<file path="src/design/fault_code_log_table_macros.svh">
// Assertion macros for the fault code log table.
`ifndef FAULT_CODE_LOG_TABLE_MACROS_SVH
`define FAULT_CODE_LOG_TABLE_MACROS_SVH

`ifndef ASSERT_OFF
`define FCLT_ASSERT(name, prop) \
  name: assert property (@(posedge clk) disable iff (!rst_n) prop) \
    else $error("fault log assertion failed");
`define FCLT_ASSERT_NEVER(name, expr) \
  name: assert property (@(posedge clk) disable iff (!rst_n) !(expr)) \
    else $error("fault log forbidden condition");
`else
`define FCLT_ASSERT(name, prop)
`define FCLT_ASSERT_NEVER(name, expr)
`endif

`endif

</file>
<file path="src/design/fclt_pkg.sv">
// Shared constants and types of the fault code log table.
package fclt_pkg;

  localparam int MAX_ENTRIES = 16;
  localparam int IDX_W = $clog2(MAX_ENTRIES);
  localparam int CNT_W = $clog2(MAX_ENTRIES + 1);
  localparam logic [7:0] OCC_MAX = 8'hFF;

  typedef enum logic [1:0] {
    CMD_LOG   = 2'd0,
    CMD_CLEAR = 2'd1,
    CMD_READ  = 2'd2
  } cmd_t;

  typedef enum logic [2:0] {
    S_IDLE,
    S_SCAN,
    S_UPD,
    S_APPEND,
    S_RDWAIT,
    S_DONE
  } state_t;

  typedef struct packed {
    logic [15:0] code;
    logic [7:0]  severity;
    logic [7:0]  occurrences;
    logic [31:0] first_seen;
    logic [31:0] last_seen;
    logic [31:0] context_word;
  } entry_t;

  typedef struct packed {
    logic             rd_en;
    logic [IDX_W-1:0] rd_addr;
    logic             wr_en;
    logic [IDX_W-1:0] wr_addr;
  } mem_req_t;

endpackage

</file>
<file path="src/design/fclt_store.sv">
// Entry memory of the fault code log table, one read and one write port.
module fclt_store (
  input  logic              clk,
  input  fclt_pkg::mem_req_t req,
  input  fclt_pkg::entry_t   wr_data,
  output fclt_pkg::entry_t   rd_data
);

  fclt_pkg::entry_t mem [fclt_pkg::MAX_ENTRIES];
  fclt_pkg::entry_t rd_data_r;

  always_ff @(posedge clk) begin
    if (req.wr_en) begin
      mem[req.wr_addr] <= wr_data;
    end
  end

  always_ff @(posedge clk) begin
    if (req.rd_en) begin
      rd_data_r <= mem[req.rd_addr];
    end
  end

  assign rd_data = rd_data_r;

endmodule

</file>
<file path="src/design/fault_code_log_table.sv">
// Fault code log table top level: ring-ordered entry memory with scan control.
// A log command scans the stored entries, one entry per cycle through the read port,
// then updates a repeat code in place or appends a new one; a read passes S_RDWAIT and
// a clear goes to S_DONE. busy falls in the strobe cycle, so commands do not overlap.
// Synchronous active-low reset empties the table; no memory clearing pass is needed.
// The receiver cannot stall: out_valid is a one-cycle strobe.
`include "fault_code_log_table_macros.svh"

module fault_code_log_table (
  input  logic        clk,
  input  logic        rst_n,
  input  logic        start,
  output logic        busy,
  input  logic [1:0]  in_cmd,
  input  logic [15:0] in_fault_code,
  input  logic [7:0]  in_fault_severity,
  input  logic [31:0] in_fault_context,
  input  logic [31:0] in_uptime_seconds,
  input  logic [3:0]  in_read_index,
  output logic        out_valid,
  output logic        out_new_fault_notify,
  output logic [4:0]  out_entry_count,
  output logic [15:0] out_newest_code,
  output logic        out_read_valid,
  output logic [15:0] out_read_code,
  output logic [7:0]  out_read_severity,
  output logic [7:0]  out_read_occurrences,
  output logic [31:0] out_read_first_seen,
  output logic [31:0] out_read_last_seen,
  output logic [31:0] out_read_context
);

  localparam int IW = fclt_pkg::IDX_W;
  localparam int CW = fclt_pkg::CNT_W;

  function automatic logic [IW-1:0] wrap_add(input logic [IW-1:0] base,
                                             input logic [IW-1:0] off);
    logic [IW:0] s;
    s = {1'b0, base} + {1'b0, off};
    if (s >= (IW+1)'(fclt_pkg::MAX_ENTRIES)) begin
      s = s - (IW+1)'(fclt_pkg::MAX_ENTRIES);
    end
    return s[IW-1:0];
  endfunction

  fclt_pkg::state_t   state_r, state_nxt;
  logic [CW-1:0]      count_r, count_nxt;
  logic [IW-1:0]      head_r, head_nxt;
  logic [15:0]        newest_r, newest_nxt;
  logic               out_valid_r, out_valid_nxt;

  logic [1:0]         cmd_r, cmd_nxt;
  logic [15:0]        code_r, code_nxt;
  logic [7:0]         sev_r, sev_nxt;
  logic [31:0]        ctx_r, ctx_nxt;
  logic [31:0]        now_r, now_nxt;
  logic [CW-1:0]      iss_r, iss_nxt;
  logic               chk_vld_r, chk_vld_nxt;
  logic [CW-1:0]      chk_idx_r, chk_idx_nxt;
  logic [IW-1:0]      match_addr_r, match_addr_nxt;
  logic               notify_r, notify_nxt;
  logic               rvalid_r, rvalid_nxt;
  fclt_pkg::entry_t   rsel_r, rsel_nxt;

  logic               out_notify_r, out_notify_nxt;
  logic [4:0]         out_count_r, out_count_nxt;
  logic [15:0]        out_newest_r, out_newest_nxt;
  logic               out_rvalid_r, out_rvalid_nxt;
  fclt_pkg::entry_t   out_entry_r, out_entry_nxt;

  fclt_pkg::mem_req_t mreq;
  fclt_pkg::entry_t   wr_data;
  fclt_pkg::entry_t   rd_data;

  logic               accept;
  logic               hit;
  logic               more;
  logic               full;
  logic               read_ok;

  fclt_store u_store (
    .clk     (clk),
    .req     (mreq),
    .wr_data (wr_data),
    .rd_data (rd_data)
  );

  assign accept  = start && (state_r == fclt_pkg::S_IDLE);
  assign hit     = chk_vld_r && (rd_data.code == code_r);
  assign more    = iss_r < count_r;
  assign full    = count_r == CW'(fclt_pkg::MAX_ENTRIES);
  assign read_ok = 32'(in_read_index) < 32'(count_r);

  always_comb begin
    state_nxt = state_r;
    case (state_r)
      fclt_pkg::S_IDLE: begin
        if (start) begin
          case (in_cmd)
            fclt_pkg::CMD_LOG:  state_nxt = fclt_pkg::S_SCAN;
            fclt_pkg::CMD_READ: state_nxt = fclt_pkg::S_RDWAIT;
            default:            state_nxt = fclt_pkg::S_DONE;
          endcase
        end
      end
      fclt_pkg::S_SCAN: begin
        if (hit) begin
          state_nxt = fclt_pkg::S_UPD;
        end else if (!more) begin
          state_nxt = fclt_pkg::S_APPEND;
        end
      end
      fclt_pkg::S_UPD:    state_nxt = fclt_pkg::S_DONE;
      fclt_pkg::S_APPEND: state_nxt = fclt_pkg::S_DONE;
      fclt_pkg::S_RDWAIT: state_nxt = fclt_pkg::S_DONE;
      fclt_pkg::S_DONE:   state_nxt = fclt_pkg::S_IDLE;
      default:            state_nxt = fclt_pkg::S_IDLE;
    endcase
  end

  always_comb begin
    busy          = state_r != fclt_pkg::S_IDLE;
    mreq.rd_en    = 1'b0;
    mreq.rd_addr  = wrap_add(head_r, IW'(iss_r));
    mreq.wr_en    = 1'b0;
    mreq.wr_addr  = match_addr_r;
    wr_data       = rd_data;
    case (state_r)
      fclt_pkg::S_IDLE: begin
        mreq.rd_addr = wrap_add(head_r, IW'(in_read_index));
        mreq.rd_en   = start && (in_cmd == fclt_pkg::CMD_READ);
      end
      fclt_pkg::S_SCAN: begin
        mreq.rd_en = !hit && more;
      end
      fclt_pkg::S_UPD: begin
        mreq.wr_en        = 1'b1;
        wr_data.last_seen = now_r;
        if (rd_data.occurrences != fclt_pkg::OCC_MAX) begin
          wr_data.occurrences = rd_data.occurrences + 8'd1;
        end
      end
      fclt_pkg::S_APPEND: begin
        mreq.wr_en           = 1'b1;
        mreq.wr_addr         = full ? head_r : wrap_add(head_r, IW'(count_r));
        wr_data.code         = code_r;
        wr_data.severity     = sev_r;
        wr_data.occurrences  = 8'd1;
        wr_data.first_seen   = now_r;
        wr_data.last_seen    = now_r;
        wr_data.context_word = ctx_r;
      end
      default: begin
      end
    endcase
  end

  always_comb begin
    count_nxt      = count_r;
    head_nxt       = head_r;
    newest_nxt     = newest_r;
    out_valid_nxt  = 1'b0;
    cmd_nxt        = cmd_r;
    code_nxt       = code_r;
    sev_nxt        = sev_r;
    ctx_nxt        = ctx_r;
    now_nxt        = now_r;
    iss_nxt        = iss_r;
    chk_vld_nxt    = chk_vld_r;
    chk_idx_nxt    = chk_idx_r;
    match_addr_nxt = match_addr_r;
    notify_nxt     = notify_r;
    rvalid_nxt     = rvalid_r;
    rsel_nxt       = rsel_r;
    out_notify_nxt = out_notify_r;
    out_count_nxt  = out_count_r;
    out_newest_nxt = out_newest_r;
    out_rvalid_nxt = out_rvalid_r;
    out_entry_nxt  = out_entry_r;
    case (state_r)
      fclt_pkg::S_IDLE: begin
        if (accept) begin
          cmd_nxt     = in_cmd;
          code_nxt    = in_fault_code;
          sev_nxt     = in_fault_severity;
          ctx_nxt     = in_fault_context;
          now_nxt     = in_uptime_seconds;
          iss_nxt     = '0;
          chk_vld_nxt = 1'b0;
          notify_nxt  = 1'b0;
          rvalid_nxt  = (in_cmd == fclt_pkg::CMD_READ) && read_ok;
          if (in_cmd == fclt_pkg::CMD_CLEAR) begin
            count_nxt = '0;
            head_nxt  = '0;
          end
        end
      end
      fclt_pkg::S_SCAN: begin
        if (hit) begin
          match_addr_nxt = wrap_add(head_r, IW'(chk_idx_r));
          chk_vld_nxt    = 1'b0;
        end else if (more) begin
          iss_nxt     = iss_r + CW'(1);
          chk_vld_nxt = 1'b1;
          chk_idx_nxt = iss_r;
        end else begin
          chk_vld_nxt = 1'b0;
        end
      end
      fclt_pkg::S_APPEND: begin
        notify_nxt = 1'b1;
        newest_nxt = code_r;
        if (full) begin
          head_nxt = wrap_add(head_r, IW'(1));
        end else begin
          count_nxt = count_r + CW'(1);
        end
      end
      fclt_pkg::S_RDWAIT: begin
        rsel_nxt = rvalid_r ? rd_data : '0;
      end
      fclt_pkg::S_DONE: begin
        out_valid_nxt  = 1'b1;
        out_notify_nxt = notify_r;
        out_count_nxt  = 5'(count_r);
        out_newest_nxt = (count_r == '0) ? 16'd0 : newest_r;
        out_rvalid_nxt = rvalid_r && (cmd_r == fclt_pkg::CMD_READ);
        out_entry_nxt  = out_rvalid_nxt ? rsel_r : '0;
      end
      default: begin
      end
    endcase
  end

  always_ff @(posedge clk) begin
    if (!rst_n) begin
      state_r     <= fclt_pkg::S_IDLE;
      count_r     <= '0;
      head_r      <= '0;
      out_valid_r <= 1'b0;
      chk_vld_r   <= 1'b0;
    end else begin
      state_r     <= state_nxt;
      count_r     <= count_nxt;
      head_r      <= head_nxt;
      out_valid_r <= out_valid_nxt;
      chk_vld_r   <= chk_vld_nxt;
    end
  end

  always_ff @(posedge clk) begin
    newest_r     <= newest_nxt;
    cmd_r        <= cmd_nxt;
    code_r       <= code_nxt;
    sev_r        <= sev_nxt;
    ctx_r        <= ctx_nxt;
    now_r        <= now_nxt;
    iss_r        <= iss_nxt;
    chk_idx_r    <= chk_idx_nxt;
    match_addr_r <= match_addr_nxt;
    notify_r     <= notify_nxt;
    rvalid_r     <= rvalid_nxt;
    rsel_r       <= rsel_nxt;
    out_notify_r <= out_notify_nxt;
    out_count_r  <= out_count_nxt;
    out_newest_r <= out_newest_nxt;
    out_rvalid_r <= out_rvalid_nxt;
    out_entry_r  <= out_entry_nxt;
  end

  assign out_valid            = out_valid_r;
  assign out_new_fault_notify = out_notify_r;
  assign out_entry_count      = out_count_r;
  assign out_newest_code      = out_newest_r;
  assign out_read_valid       = out_rvalid_r;
  assign out_read_code        = out_entry_r.code;
  assign out_read_severity    = out_entry_r.severity;
  assign out_read_occurrences = out_entry_r.occurrences;
  assign out_read_first_seen  = out_entry_r.first_seen;
  assign out_read_last_seen   = out_entry_r.last_seen;
  assign out_read_context     = out_entry_r.context_word;

  `FCLT_ASSERT_NEVER(a_count_bound, count_r > CW'(fclt_pkg::MAX_ENTRIES))
  `FCLT_ASSERT(a_strobe_after_done, out_valid |-> $past(state_r == fclt_pkg::S_DONE))
  `FCLT_ASSERT(a_accept_busy, (start && !busy) |=> busy)
  `FCLT_ASSERT_NEVER(a_no_idle_write, mreq.wr_en && (state_r == fclt_pkg::S_IDLE))

endmodule
</file>
<file path="config.mk">
export PLATFORM = sky130hd
export DESIGN_NAME = fault_code_log_table
export DESIGN_NICKNAME = d
export VERILOG_FILES = /design/src/design/fclt_pkg.sv /design/src/design/fclt_store.sv /design/src/design/fault_code_log_table.sv
export VERILOG_INCLUDE_DIRS = /design/src /design/src/design
export SDC_FILE = /design/constraint.sdc
export NUM_CORES = 2
export LEC_CHECK = 0
export BUFFER_PORTS_ARGS = -buffer_cell sky130_fd_sc_hd__buf_4
export CORE_MARGIN = 3
export CORE_UTILIZATION = 53
export DETAILED_ROUTE_END_ITERATION = 8
export GPL_ROUTABILITY_DRIVEN = 0
export PLACE_DENSITY = 0.65
export SYNTH_ARGS = -nofsm -noshare
export SYNTH_HDL_FRONTEND = slang
export SYNTH_SLANG_ARGS = --single-unit
</file>
<file path="constraint.sdc">
create_clock -name clk -period 21.7 [get_ports clk]
set_clock_uncertainty 0.2 [all_clocks]
set_input_delay 1.085 -clock clk [delete_from_list [all_inputs] [get_ports clk]]
set_output_delay 1.085 -clock clk [all_outputs]
set_load 0.02 [all_outputs]
</file>
==> reports/results.txt <==
RSZ-0062 raised after global routing: no
row count: 160
root cell of the clock tree: clkbuf_16
endpoint type of the worst setup path: flop
total routed wirelength: 263 mm
Vias: 54.6k
FF-to-FF setup slack: 14.68 ns
post-CTS resize count: 0
CTS Buf Count: 284
Crit path required time: 22.19 ns
die footprint: 0.198 mm2
Worst slew margin: 16.4%
TNS Setup: 0 ns
Setup CP Type: reg2reg
CP Launch Point: state_r[0]$_SDFFE_PN0P_
Distinct cells, synth: 61
Post-Layout Cell Count: 8321
Peak VDD IR: 0.0954 mV
CTS H-Tree Depth: 5
global-route wire length before repair: 379 mm
max-slew violation count: 0
EDFF count, synth: 2576
Max Freq: 142 MHz
Synth Area in Compound Gates: 5.58%
R2R Path End: u_store.rd_data[47]$_DFFE_PP_
FF-to-FF Start: state_r[0]$_SDFFE_PN0P_
Fillers: 13.5k
clk sinks: 2590
clk buf depth: 4
Die W: 445 um
slowest stage delay, CP: 1.47 ns
Buf+Inv Stages, Crit Path: 5
fraction of registers with async set/reset: 0%
Detail Placement HPWL: 129 mm
number of setup buffers added after CTS: 0
total track usage: 26.5%
first-pass iteration count of the detailed router: 6
CP Launch Type: flop
Hold Vio Cnt, Final: 0
CP Max Fanout: 109
Setup crit end: u_store.rd_data[47]$_DFFE_PP_
CP Depth: 15
# IOs: 250
post-route cell area: 0.115 mm2
pin count of the biggest net entering global routing: 158
initial antenna violation count: 10
Max Cap Viol: 0
TritonCTS clock tree: yes
Routed WL per cell: 31.6 um
xor and xnor area share after synthesis: 0.222%
CTS Hold Buffers Added: 0
Syn Nets: 5452
Tcrit/Tclk final: 32.4%
register area: 0.0776 mm2
crit path DAT: 7.51 ns
YS warnings: 0
post-synthesis sequential area ratio: 76.0%
vias per cell: 6.56
cell total after placement: 7838
starting DRC count in detailed routing: 6768
R2R depth: 15
initial core utilization: 53.5%
placed instance area: 0.107 mm2
Die Span Y: 445 um
Simple-Gate Fraction of Synth Area: 4.02%
Overflow after GRT: 0
clock latency at the later pin of the worst-skew pair: 0.92 ns
minimum clock period after layout: 7.02 ns
drc violations: 0
Core Area: 0.191 mm2
Power Dens Cells: 109 mW/mm2
Worst path slowest cell: fa_4
post-route ant nets: 0
Syn Inst Count: 5331
Synth area leaders: edfxtp_1 76%, mux4_2 9.0%, mux2i_1 2.1%
buffers added on ports: 249
synthesized area: 0.102 mm2
Final Setup Violations: 0
share of post-route cells with drive strength above 1: 21.7%
vias in the first global route: 54.7k
area taken by multi-input logic gates: 0.0232 mm2
most area-hungry cell type in the Yosys netlist: edfxtp_1
Net count, final: 5734
adder-cell share of the synthesized area: 0.316%
crit path cell chain: nor3_4, inv_1, nand2_1, nand2_1, ha_4, inv_1, fa_4, buf_4, buf_12, buf_4, mux2i_1, mux2_2, a22oi_1, o211ai_1, a32oi_1
Leakage: 37.6 nW
synthesized area per cell: 19.2 um2
Layout area overhead: 12.9%
Tightest Hold Check Type: in2reg
worst slew pin tran: 1.25 ns
Worst-path clk slew: 0.06 ns
ys flop type: edfxtp_1
main combinational cell family by area after synthesis: multiplexers
post-synth top area share: 75.7%
Top delay family on crit path: buffers and inverters
post-synthesis mux area share: 12.3%
#FFs+latches synth: 2590
status: finished, final reports clean
[power by group]
part,total [W],leakage (nW),switching [W],internal (W)
registers,0.00598,23.4,0.0000831,0.00590
logic,0.00210,9.98,0.00129,0.000811
clock network,0.00449,4.17,0.00186,0.00264
total,0.0126,37.6,0.00323,0.00934
[cells in the mapped netlist (all sizes together), types with 14 or more instances]
cell / n
nor2b: 20
mux2: 107
and2: 258
ha: 21
a221oi: 84
inv: 17
edfxtp: 2576
o22ai: 21
nand2: 496
a22oi: 161
nand3: 15
o221ai: 216
mux4: 406
a32oi: 53
nor2: 42
dfxtp: 14
clkbuf: 199
buf: 158
o211ai: 106
mux2i: 218
xor2: 17
a21oi: 20
o21ai: 19
[sequential cells by signal, indices dropped and copies added, names as in the netlist, 32 cells and up]
signal	cells
out_read_last_seen	32
out_read_context	32
out_read_first_seen	32
now_r	32
u_store.rd_data	128
u_store.mem	2048
rsel_r	128
ctx_r	32
[worst register-to-register path: stages (launching register included)]
cell and delay (ns):
dfxtp_1 0.83, nor3_4 0.14, inv_1 0.19, nand2_1 0.07
nand2_1 0.11, ha_4 0.15, inv_1 0.06, fa_4 1.47
buf_4 0.82, buf_12 0.51, buf_4 1.09, mux2i_1 0.22
mux2_2 0.30, a22oi_1 0.19, o211ai_1 0.15, a32oi_1 0.29
[routing by layer]
metal	up-vias	global-route usage [%]	wire length (um)	share of wire [%]
met5	-	0	23	0.0087
met4	4	9.83	9740	3.7
met1	28800	36.9	103000	39
met3	552	3.63	20700	7.9
met2	2746	43.2	129000	49
li1	22500	-	-	-
[placed cells by master, fill, tap and decap left out, types with 18 or more instances in the layout]
master / n
a221oi_1: 84
ha_1: 20
clkinv_1: 59
buf_4: 341
mux2i_1: 216
a32oi_1: 53
mux4_2: 406
clkbuf_1: 69
nor2_1: 24
o22ai_1: 21
mux2_2: 106
nand2_1: 496
a21oi_1: 20
nor2_4: 18
edfxtp_1: 2576
o221ai_1: 216
and2_1: 257
nor2b_1: 19
a22oi_1: 161
clkbuf_16: 293
o211ai_1: 106
clkinv_2: 38
[area by class of cell]
cell class | count | area share (%)
well taps | 2511 | 2.72
clock inverters | 119 | 0.805
diodes | 2 | 0.00434
clock buffers | 362 | 6.58
inverters | 18 | 0.0673
flip-flops and latches | 2590 | 67.3
repair buffers | 353 | 2.43
multi-input cells | 2366 | 20.1
[worst min-delay path by stage]
stage | from | endpoint | slack [ns] | depth (start not counted)
global placement | notify_r$_DFFE_PP_ | out_new_fault_notify$_DFFE_PP_ | 0.22 | 0
floorplan | notify_r$_DFFE_PP_ | out_new_fault_notify$_DFFE_PP_ | 0.20 | 0
CTS | in_uptime_seconds[16] | now_r[16]$_DFFE_PP_ | 0.08 | 1
detailed placement | notify_r$_DFFE_PP_ | out_new_fault_notify$_DFFE_PP_ | 0.22 | 0
finish | in_uptime_seconds[16] | now_r[16]$_DFFE_PP_ | 0.15 | 1
global route | in_uptime_seconds[16] | now_r[16]$_DFFE_PP_ | 0.10 | 1
[kinds of logic (layout without fill, tap and decap cells)]
logic type,Yosys count,in the layout
simple gates,872,872
xor+xnor,25,25
mux,731,731
other cells,0,2
compound gates,714,714
flops,2590,2590
buf+inv,375,852
fa+ha+maj,24,24
[stage by stage]
stage                     hold slack, ns  setup WS [ns]  utilization, %  power [W]
after floorplan                    0.200           9.99               -    0.00759
after global placement             0.223          14.90            56.0    0.00813
after detailed placement           0.223          14.83            56.0    0.00818
after CTS                         0.0838          14.76            60.5     0.0127
after global routing               0.101          14.40            60.5     0.0130
final                              0.146          14.68            60.5     0.0126
(Power assumes the default switching activity.)
